File: src/rtl/prs80_pkg.sv
// Shared types, constants and round functions of the PRESENT-80 cipher core.
`default_nettype none

package prs80_pkg;

    localparam int unsigned ROUNDS_DEFAULT = 31;
    localparam int unsigned BLOCK_W        = 64;
    localparam int unsigned KEY_W          = 80;
    localparam int unsigned KEY_HIGH_W     = 16;
    localparam int unsigned RC_W           = 5;
    localparam int unsigned APB_DATA_W     = 64;
    localparam int unsigned APB_ADDR_W     = 4;

    // Register index, taken from the doubleword address bit.
    localparam logic REG_KEY_LOW  = 1'b0;
    localparam logic REG_KEY_HIGH = 1'b1;

    localparam logic KIND_ENCRYPT = 1'b0;
    localparam logic KIND_DECRYPT = 1'b1;

    typedef logic [BLOCK_W-1:0] block_t;
    typedef logic [KEY_W-1:0]   key_t;
    typedef logic [RC_W-1:0]    rc_t;

    typedef struct packed {
        logic valid;
        logic kind;
    } stage_ctrl_t;

    function automatic logic [3:0] sbox_fwd(input logic [3:0] x);
        logic [3:0] y;
        case (x)
            4'h0:    y = 4'hC;
            4'h1:    y = 4'h5;
            4'h2:    y = 4'h6;
            4'h3:    y = 4'hB;
            4'h4:    y = 4'h9;
            4'h5:    y = 4'h0;
            4'h6:    y = 4'hA;
            4'h7:    y = 4'hD;
            4'h8:    y = 4'h3;
            4'h9:    y = 4'hE;
            4'hA:    y = 4'hF;
            4'hB:    y = 4'h8;
            4'hC:    y = 4'h4;
            4'hD:    y = 4'h7;
            4'hE:    y = 4'h1;
            default: y = 4'h2;
        endcase
        return y;
    endfunction

    function automatic logic [3:0] sbox_bwd(input logic [3:0] x);
        logic [3:0] y;
        case (x)
            4'h0:    y = 4'h5;
            4'h1:    y = 4'hE;
            4'h2:    y = 4'hF;
            4'h3:    y = 4'h8;
            4'h4:    y = 4'hC;
            4'h5:    y = 4'h1;
            4'h6:    y = 4'h2;
            4'h7:    y = 4'hD;
            4'h8:    y = 4'hB;
            4'h9:    y = 4'h4;
            4'hA:    y = 4'h6;
            4'hB:    y = 4'h3;
            4'hC:    y = 4'h0;
            4'hD:    y = 4'h7;
            4'hE:    y = 4'h9;
            default: y = 4'hA;
        endcase
        return y;
    endfunction

    function automatic block_t sub_fwd(input block_t x);
        block_t r;
        for (int n = 0; n < BLOCK_W / 4; n++) begin
            r[4*n +: 4] = sbox_fwd(x[4*n +: 4]);
        end
        return r;
    endfunction

    function automatic block_t sub_inv(input block_t x);
        block_t r;
        for (int n = 0; n < BLOCK_W / 4; n++) begin
            r[4*n +: 4] = sbox_bwd(x[4*n +: 4]);
        end
        return r;
    endfunction

    // Bit i moves to 16*i mod 63; the top bit stays.
    function automatic block_t perm_fwd(input block_t x);
        block_t r;
        r[BLOCK_W-1] = x[BLOCK_W-1];
        for (int i = 0; i < BLOCK_W - 1; i++) begin
            r[(i * 16) % (BLOCK_W - 1)] = x[i];
        end
        return r;
    endfunction

    // Bit i moves to 4*i mod 63; the top bit stays.
    function automatic block_t perm_inv(input block_t x);
        block_t r;
        r[BLOCK_W-1] = x[BLOCK_W-1];
        for (int i = 0; i < BLOCK_W - 1; i++) begin
            r[(i * 4) % (BLOCK_W - 1)] = x[i];
        end
        return r;
    endfunction

    function automatic block_t top_key(input key_t k);
        return k[KEY_W-1 -: BLOCK_W];
    endfunction

    // Rotate left by 61, substitute the top nibble, mix in the round counter.
    function automatic key_t key_fwd(input key_t k, input rc_t rc);
        key_t r;
        r = {k[18:0], k[KEY_W-1:19]};
        r[KEY_W-1 -: 4] = sbox_fwd(r[KEY_W-1 -: 4]);
        r[19:15] = r[19:15] ^ rc;
        return r;
    endfunction

    function automatic key_t key_bwd(input key_t k, input rc_t rc);
        key_t r;
        r = k;
        r[19:15] = r[19:15] ^ rc;
        r[KEY_W-1 -: 4] = sbox_bwd(r[KEY_W-1 -: 4]);
        r = {r[60:0], r[KEY_W-1:61]};
        return r;
    endfunction

endpackage

`default_nettype wire

File: src/rtl/prs80_round.sv
// One registered cipher round, encrypt or decrypt chosen per beat.
`default_nettype none

module prs80_round #(
    parameter logic [prs80_pkg::RC_W-1:0] RC_ENC = '0,
    parameter logic [prs80_pkg::RC_W-1:0] RC_DEC = '0,
    parameter bit                         LAST   = 1'b0
) (
    input  wire                     clk,
    input  wire                     rst_n,
    input  wire                     advance,
    input  prs80_pkg::stage_ctrl_t  ctrl_in,
    input  prs80_pkg::block_t       data_in,
    input  prs80_pkg::key_t         key_in,
    output prs80_pkg::stage_ctrl_t  ctrl_out,
    output prs80_pkg::block_t       data_out,
    output prs80_pkg::key_t         key_out
);

    prs80_pkg::stage_ctrl_t ctrl_reg;
    prs80_pkg::block_t      data_reg;
    prs80_pkg::block_t      data_next;
    prs80_pkg::key_t        key_reg;
    prs80_pkg::key_t        key_next;

    prs80_pkg::block_t      enc_data;
    prs80_pkg::key_t        enc_key;
    prs80_pkg::block_t      dec_data;
    prs80_pkg::key_t        dec_key;

    always_comb
    begin
        enc_key  = prs80_pkg::key_fwd(key_in, RC_ENC);
        enc_data = prs80_pkg::perm_fwd(prs80_pkg::sub_fwd(data_in ^ prs80_pkg::top_key(key_in)));
        // last encrypt round also applies the closing key whitening
        if (LAST)
        begin
            enc_data = enc_data ^ prs80_pkg::top_key(enc_key);
        end

        dec_key  = prs80_pkg::key_bwd(key_in, RC_DEC);
        dec_data = prs80_pkg::sub_inv(prs80_pkg::perm_inv(data_in))
                   ^ prs80_pkg::top_key(dec_key);

        if (ctrl_in.kind == prs80_pkg::KIND_DECRYPT)
        begin
            data_next = dec_data;
            key_next  = dec_key;
        end
        else
        begin
            data_next = enc_data;
            key_next  = enc_key;
        end
    end

    always_ff @(posedge clk or negedge rst_n)
    begin
        if (!rst_n)
        begin
            ctrl_reg <= '0;
        end
        else if (advance)
        begin
            ctrl_reg <= ctrl_in;
        end
    end

    always_ff @(posedge clk)
    begin
        if (advance)
        begin
            data_reg <= data_next;
            key_reg  <= key_next;
        end
    end

    assign ctrl_out = ctrl_reg;
    assign data_out = data_reg;
    assign key_out  = key_reg;

endmodule

`default_nettype wire

File: config.mk
export PLATFORM = sky130hd
export DESIGN_NAME = prs80_round
export DESIGN_NICKNAME = d
export VERILOG_FILES = /design/src/rtl/prs80_pkg.sv /design/src/rtl/prs80_round.sv
export SDC_FILE = /design/constraint.sdc
export NUM_CORES = 1
export LEC_CHECK = 0
export BUFFER_PORTS_ARGS = -buffer_cell sky130_fd_sc_hd__buf_4
export CORE_ASPECT_RATIO = 0.5
export CORE_MARGIN = 3
export CORE_UTILIZATION = 24
export CTS_BUF_LIST = sky130_fd_sc_hd__clkbuf_4 sky130_fd_sc_hd__clkbuf_8
export DETAILED_ROUTE_END_ITERATION = 7
export REMOVE_ABC_BUFFERS = 1
export SLEW_MARGIN = 20
export SYNTH_ARGS = -nofsm -noshare
export SYNTH_HDL_FRONTEND = slang
export SYNTH_SLANG_ARGS = --single-unit
File: constraint.sdc
create_clock -name clk -period 1.3 [get_ports clk]
set_input_delay 0.195 -clock clk [delete_from_list [all_inputs] [get_ports clk]]
set_output_delay 0.195 -clock clk [all_outputs]
set_load 0.005 [all_outputs]
==> impl_metrics.yaml, run 1 <==
run_status:
  outcome: "complete, but fails checks"
  violations: "setup timing"
clock_tree:
  cts_root_buf: "clkbuf_8"
  clk_pin_slew_ps: 90
  cts_made_buffers: 17
  clock_latency_ps: 480
  tritoncts: "built"
  ctsHtreeMaxLevel: 4
  cts_num_sinks: 146
  clock_path_buffers: 2
floorplan:
  core_area_um2: 54800
  die-area_um2: 59600
  initial_core_util: 0.247
  row_count: 60
  io_pins: 295
  die_h_um: 174
  die_w_um: 342
global_route:
  first_global_vias: 12000
  grt_overflow: 0
  grt_use_total: 0.161
  grt_pass1_wl_um: 72200
  antenna_found_initial: 4
  grt_start_max_net_pins: 39
layout:
  nFillCells: 5365
  fin_area_um2: 20600
  nets: 2174
  drive_gt1_frac: 0.506
  syn2layout_area_growth_pct: 51.9
logic_synthesis:
  async_flop_share: 0.0137
  syn_avg_cell_area_um2: 10.9
  synth_fa_ha_area_frac: 0.155
  muxShareOfSynthArea: 0.187
  synthCells: 1243
  synth-seq-cells: 146
  synth_cell_types: 49
  synth_simple_gate_area_share: 0.0519
  yosys_warnings: 0
  synth_xor_area_frac: 0.123
  synth.cell_area_um2: 13600
  synth_top_family_by_area: "multiplexers"
  synth-main-ff-cell: "edfxtp_1"
  synth_edf_count: 144
  yosysSeqAreaShare: 0.323
  synth-compound-area-share: 0.106
flow_run:
  cap_violations: 0
placement:
  post_dp_cell_area_um2: 19200
  finalWeightedCongestion: 0.897
  dpl_worst_slack_ps: -835
  hpwl_um: 41100
  port-buffer-count: 294
power_and_ir_drop:
  p_leak_nw: 9.10
  p_seq_frac: 0.345
  internal_power_mw: 11.8
  p_sw_mw: 5.82
  p_sw_frac: 0.330
  power_mw: 17.7
  combPwrFrac: 0.436
  p_clk_frac: 0.219
  powerDensity_nw_per_um2: 857
  ir_drop_mv: 0.678
drt:
  drt_wl_total_um: 49800
  drc_errors: 0
  drt_first_pass_iters: 5
  ant_nets: 0
  drt_iter0_drc: 726
  wl_per_cell_um: 19.0
  vias: 11800
  drt-vias-per-instance: 4.53
setup_path:
  crit_slowest_cell: "mux4_2"
  required_ps: 1530
  crit_path_end_kind: "register"
  critPathLaunchType: "input port"
  worstPathArrival_ps: 1620
  path_cells: "buf_4 -> xnor2_4 -> inv_2 -> ha_4 -> mux4_2 -> mux2_4"
  path_max_fanout: 4
  critical_path_class: "input port to register"
  critPathBufInv: 2
  max_stage_delay_ps: 470
  reg2reg_slack_ps: 540
  critical-path-top-delay-family: "multiplexers"
timing:
  fin_ws_ps: -90.8
  max-slew-margin-rel: 0.711
  setup_viol: 2
  hold_viol: 0
  final_max_slew_viol_count: 0
  worst_pin_slew_ps: 430
  skew_ps: 0
  totalNegativeSetupSlack_ps: -133
  max_freq_ghz: 0.719
  finalCritPeriodShare: 1.07
  fin_crit_ps: 1390
  rsz0062_at_grt: "yes"
  hold-worst-slack_ps: 30.2
hold_path:
  holdCritPathClass: "input port to register"
==> synthesized netlist by cell type, types with 3 or more instances <==
library cell | instances | area share
nand2_1 | 56 | 0.015
edfxtp_1 | 144 | 0.32
a211oi_1 | 43 | 0.024
mux4_1 | 6 | 0.012
a211o_1 | 7 | 0.0045
a32oi_1 | 3 | 0.0019
o21ai_0 | 45 | 0.017
xnor2_2 | 12 | 0.014
buf_4 | 12 | 0.0066
a311oi_1 | 3 | 0.0019
a21o_1 | 10 | 0.0055
mux4_2 | 43 | 0.071
xor2_1 | 68 | 0.044
a221oi_1 | 3 | 0.0019
buf_2 | 23 | 0.0085
o211ai_1 | 6 | 0.0033
mux2_2 | 81 | 0.067
o221ai_1 | 6 | 0.0039
inv_1 | 115 | 0.032
nor3_1 | 16 | 0.0059
mux2i_1 | 50 | 0.037
nand3_1 | 6 | 0.0022
buf_1 | 9 | 0.0025
xnor2_1 | 76 | 0.049
nor2_1 | 87 | 0.024
xor2_2 | 11 | 0.013
ha_1 | 168 | 0.15
a21oi_1 | 94 | 0.035
clkbuf_1 | 12 | 0.0033
nand2b_1 | 3 | 0.0014
==> per-layer routing <==
| metal | track usage | wire [um] |
|---|---|---|
| met1 | 0.175 | 18600 |
| met2 | 0.304 | 27100 |
| met3 | 0.0251 | 1840 |
| met4 | 0.0789 | 2210 |
| met5 | 0 | 0 |
==> timing repair <==
| item | CTS | global route |
|---|---|---|
| hold endpoints to repair | 3 | 0 |
| hold buffers | 2 | 0 |
| setup endpoints to repair | 34 | 53 |
| pin swaps | 1 | 30 |
| setup buffers | 0 | 4 |
| gates resized for setup | 39 | 132 |
==> cell families (layout without fill, tap and decap cells) <==
kind of cell	after synthesis	count (layout)
compound gates	233	233
other cells	0	4
mux	180	180
buf+inv	174	799
simple gates	174	174
fa+ha+maj	168	168
flops	146	146
xor+xnor	168	168
==> power groups by stage <==
stage	clock (mW)	combinational, mW	sequential [mW]
3_5_place_dp	0	7.14	6.20
5_1_grt	4.08	8.31	6.14
3_3_place_gp	0	7.03	6.20
2_1_floorplan	0	2.95	6.20
6_report	3.86	7.69	6.10
4_1_cts	3.91	7.30	6.10
==> stage by stage <==
stage	std cells	utilization
2_1_floorplan	1184	-
3_3_place_gp	2577	0.351
3_5_place_dp	2577	0.351
4_1_cts	2609	0.362
5_1_grt	2616	0.376
6_report	2616	0.376
==> registers in the layout, indices dropped and copies added, names as in the netlist <==
register / flops
data_out: 64
key_out: 80
ctrl_out: 2
==> layout make-up <==
class	instances	area [um2]	share of cell area
diodes	4	10.0	0.000486
clock buffers	19	249	0.0121
clock inverters	11	140	0.00680
inverters	115	439	0.0213
multi-input cells	923	9300	0.451
flip-flops and latches	146	4370	0.212
well taps	744	931	0.0452
repair buffers	654	5160	0.251
==> path summary, 6_finish.rpt <==
kind / start / end / depth (start not counted)
min in group asynchronous: rst_n / ctrl_out[1]$_DFFE_PN0P_ / 2
max: data_in[37] / data_out[41]$_DFFE_PP_ / 6
min: key_in[73] / key_out[54]$_DFFE_PP_ / 2
max in group asynchronous: rst_n / ctrl_out[0]$_DFFE_PN0P_ / 2
min reg2reg: ctrl_out[1]$_DFFE_PN0P_ / ctrl_out[1]$_DFFE_PN0P_ / 1
max reg2reg: ctrl_out[0]$_DFFE_PN0P_ / ctrl_out[0]$_DFFE_PN0P_ / 1
==> cell usage in the layout (no fill, tap or decap), types with 20 or more instances in the layout <==
master	Yosys	final
buf_4	12	615
edfxtp_1	144	144
ha_1	168	142
inv_1	115	93
a21oi_1	94	84
nor2_1	87	82
mux2_2	81	78
xnor2_1	76	62
nand2_1	56	55
mux2i_1	50	49
xor2_1	68	47
mux4_2	43	45
o21ai_0	45	41
a211oi_1	43	34
buf_6	2	24
xor2_2	11	23
ha_4	0	20
Power figures use the tool's default switching activity.
==> inputs of run 2 (changes only) <==
CELL_PAD_IN_SITES_DETAIL_PLACEMENT = 0   (was default)
CELL_PAD_IN_SITES_GLOBAL_PLACEMENT = 1   (was default)
PLACE_DENSITY_LB_ADDON = 0.1   (was default)
==> run 2 against run 1 <==
The flow still finishes with violations (setup timing). Global-route usage grew 2.2 points. Combinational power grew 4.0%. Count of clock-buffer cells in the layout increased by 5. Total power rose by 2.8%. First-iteration DRC count down 20%. Setup slack better by 65 ps. Register-to-register slack barely moved. Via count shrank 0.24%. Hold slack better by 24 ps. Critical path depth down 5. Non-clock buffer count grew 43.
==> impl_metrics.yaml, run 2 (same netlist as run 1, synthesis figures left out) <==
layout:
  drive_gt1_frac: 0.512
  largest_register_ffs: 80
  seq_area_um2: 4370
  nFillCells: 5427
  layout_commonest_cell: "buf_4"
  final_core_util: 0.386
  multiInputGateArea_um2: 9240
  nets: 2217
  final_cell_mix: "buf_4, edfxtp_1, ha_1"
  syn2layout_area_growth_pct: 56.1
floorplan:
  io_pins: 295
  die-area_um2: 59600
  row_count: 60
  initial_core_util: 0.247
  die_w_um: 342
  core_area_um2: 54800
  die_h_um: 174
timing:
  setup_viol: 7
  skew_ps: 0
  fin_crit_ps: 1330
  max_freq_ghz: 0.754
  max-slew-margin-rel: 0.682
  fin_ws_ps: -26.3
  final_max_slew_viol_count: 0
  rsz0062_at_grt: "yes"
  worst_pin_slew_ps: 476
  hold_viol: 0
  totalNegativeSetupSlack_ps: -80.2
  finalCritPeriodShare: 1.02
power_and_ir_drop:
  p_clk_frac: 0.220
  p_seq_frac: 0.339
  p_sw_mw: 6.07
  powerDensity_nw_per_um2: 857
  p_sw_frac: 0.335
  p_leak_nw: 9.39
  internal_power_mw: 12.1
  ir_drop_mv: 0.573
  power_mw: 18.1
  combPwrFrac: 0.441
clock_tree:
  cts_root_buf: "clkbuf_8"
  tritoncts: "built"
  clock_path_buffers: 2
  clk_pin_slew_ps: 100
  cts_num_sinks: 146
  clock_latency_ps: 510
  cts_made_buffers: 17
  ctsHtreeMaxLevel: 4
drt:
  drt-vias-per-instance: 4.44
  drt_iter0_drc: 582
  drc_errors: 0
  vias: 11800
  drt_wl_total_um: 55200
  ant_nets: 0
  wl_per_cell_um: 20.7
  drt_first_pass_iters: 5
setup_path:
  path_cells: "buf_6"
  critPathBufInv: 1
  required_ps: 1110
  critPathLaunchType: "register"
  worstPathArrival_ps: 1130
  path_max_fanout: 1
  max_stage_delay_ps: 460
  critical-path-top-delay-family: "flip-flops"
  critical_path_class: "register to output pin"
  crit_path_end_kind: "output pin"
  crit_slowest_cell: "edfxtp_1"
global_route:
  first_global_vias: 12300
  grt_overflow: 0
  antenna_found_initial: 4
  grt_pass1_wl_um: 79800
  grt_use_total: 0.183
  grt_start_max_net_pins: 34
placement:
  hpwl_um: 46900
  finalWeightedCongestion: 0.862
  port-buffer-count: 294
hold_path:
  holdCritPathClass: "input port to register"
run_status:
  violations: "setup timing"
  outcome: "complete, but fails checks"
flow_run:
  cap_violations: 0
## run 2: final timing paths
| path | from | cells past startpoint | slack (ps) | end |
|---|---|---|---|---|
| max | data_out[62]$_DFFE_PP_ | 1 | -30 | data_out[62] |
| min | key_in[3] | 2 | 50 | key_out[22]$_DFFE_PP_ |
| max reg2reg | ctrl_out[1]$_DFFE_PN0P_ | 1 | 530 | ctrl_out[1]$_DFFE_PN0P_ |
| min reg2reg | ctrl_out[1]$_DFFE_PN0P_ | 1 | 560 | ctrl_out[1]$_DFFE_PN0P_ |
| max in group asynchronous | rst_n | 3 | 610 | ctrl_out[0]$_DFFE_PN0P_ |
| min in group asynchronous | rst_n | 3 | 570 | ctrl_out[1]$_DFFE_PN0P_ |
## run 2: power by group through the flow
stage / sequential, mW / clock [mW] / combinational (mW)
finish: 6.15 / 4.00 / 8.00
global route: 6.21 / 4.34 / 8.71
CTS: 6.14 / 4.15 / 7.79
detailed placement: 6.22 / 0 / 7.44
global placement: 6.23 / 0 / 7.34
floorplan: 6.20 / 0 / 2.95
## run 2: metrics by stage
step / hold WS (ps) / cells / setup WS, ps / cell area, um2
floorplan: -101 / 1184 / -496 / 13300
CTS: 0.274 / 2658 / -101 / 20500
detailed placement: -20.6 / 2606 / -775 / 19500
global route: 12.0 / 2658 / -109 / 21200
global placement: -22.3 / 2606 / -789 / 19500
finish: 54.0 / 2659 / -26.3 / 21200
## run 2: repair_timing
item                       4_1_cts  5_1_grt
setup endpoints to repair       90      144
hold buffers                    17        0
resized for setup              100      129
pin swaps                        9       20
hold endpoints to repair        32        0
setup buffers                    4        3
## run 2: area by class of cell
type                       instances  area share
antenna                            2    0.000236
clock buffer                      24      0.0141
clock inverter                     8     0.00502
inverter                         115      0.0210
multi-input combinational        923       0.436
sequential                       146       0.207
tap                              744      0.0440
timing repair buffer             697       0.273
## run 2: per-layer routing
layer,vias up,GRT usage,share of wire
met3,29,0.0245,0.028
met1,5876,0.245,0.47
met4,0,0.0351,0.012
met2,170,0.314,0.49
met5,-,0,0
li1,5736,-,-
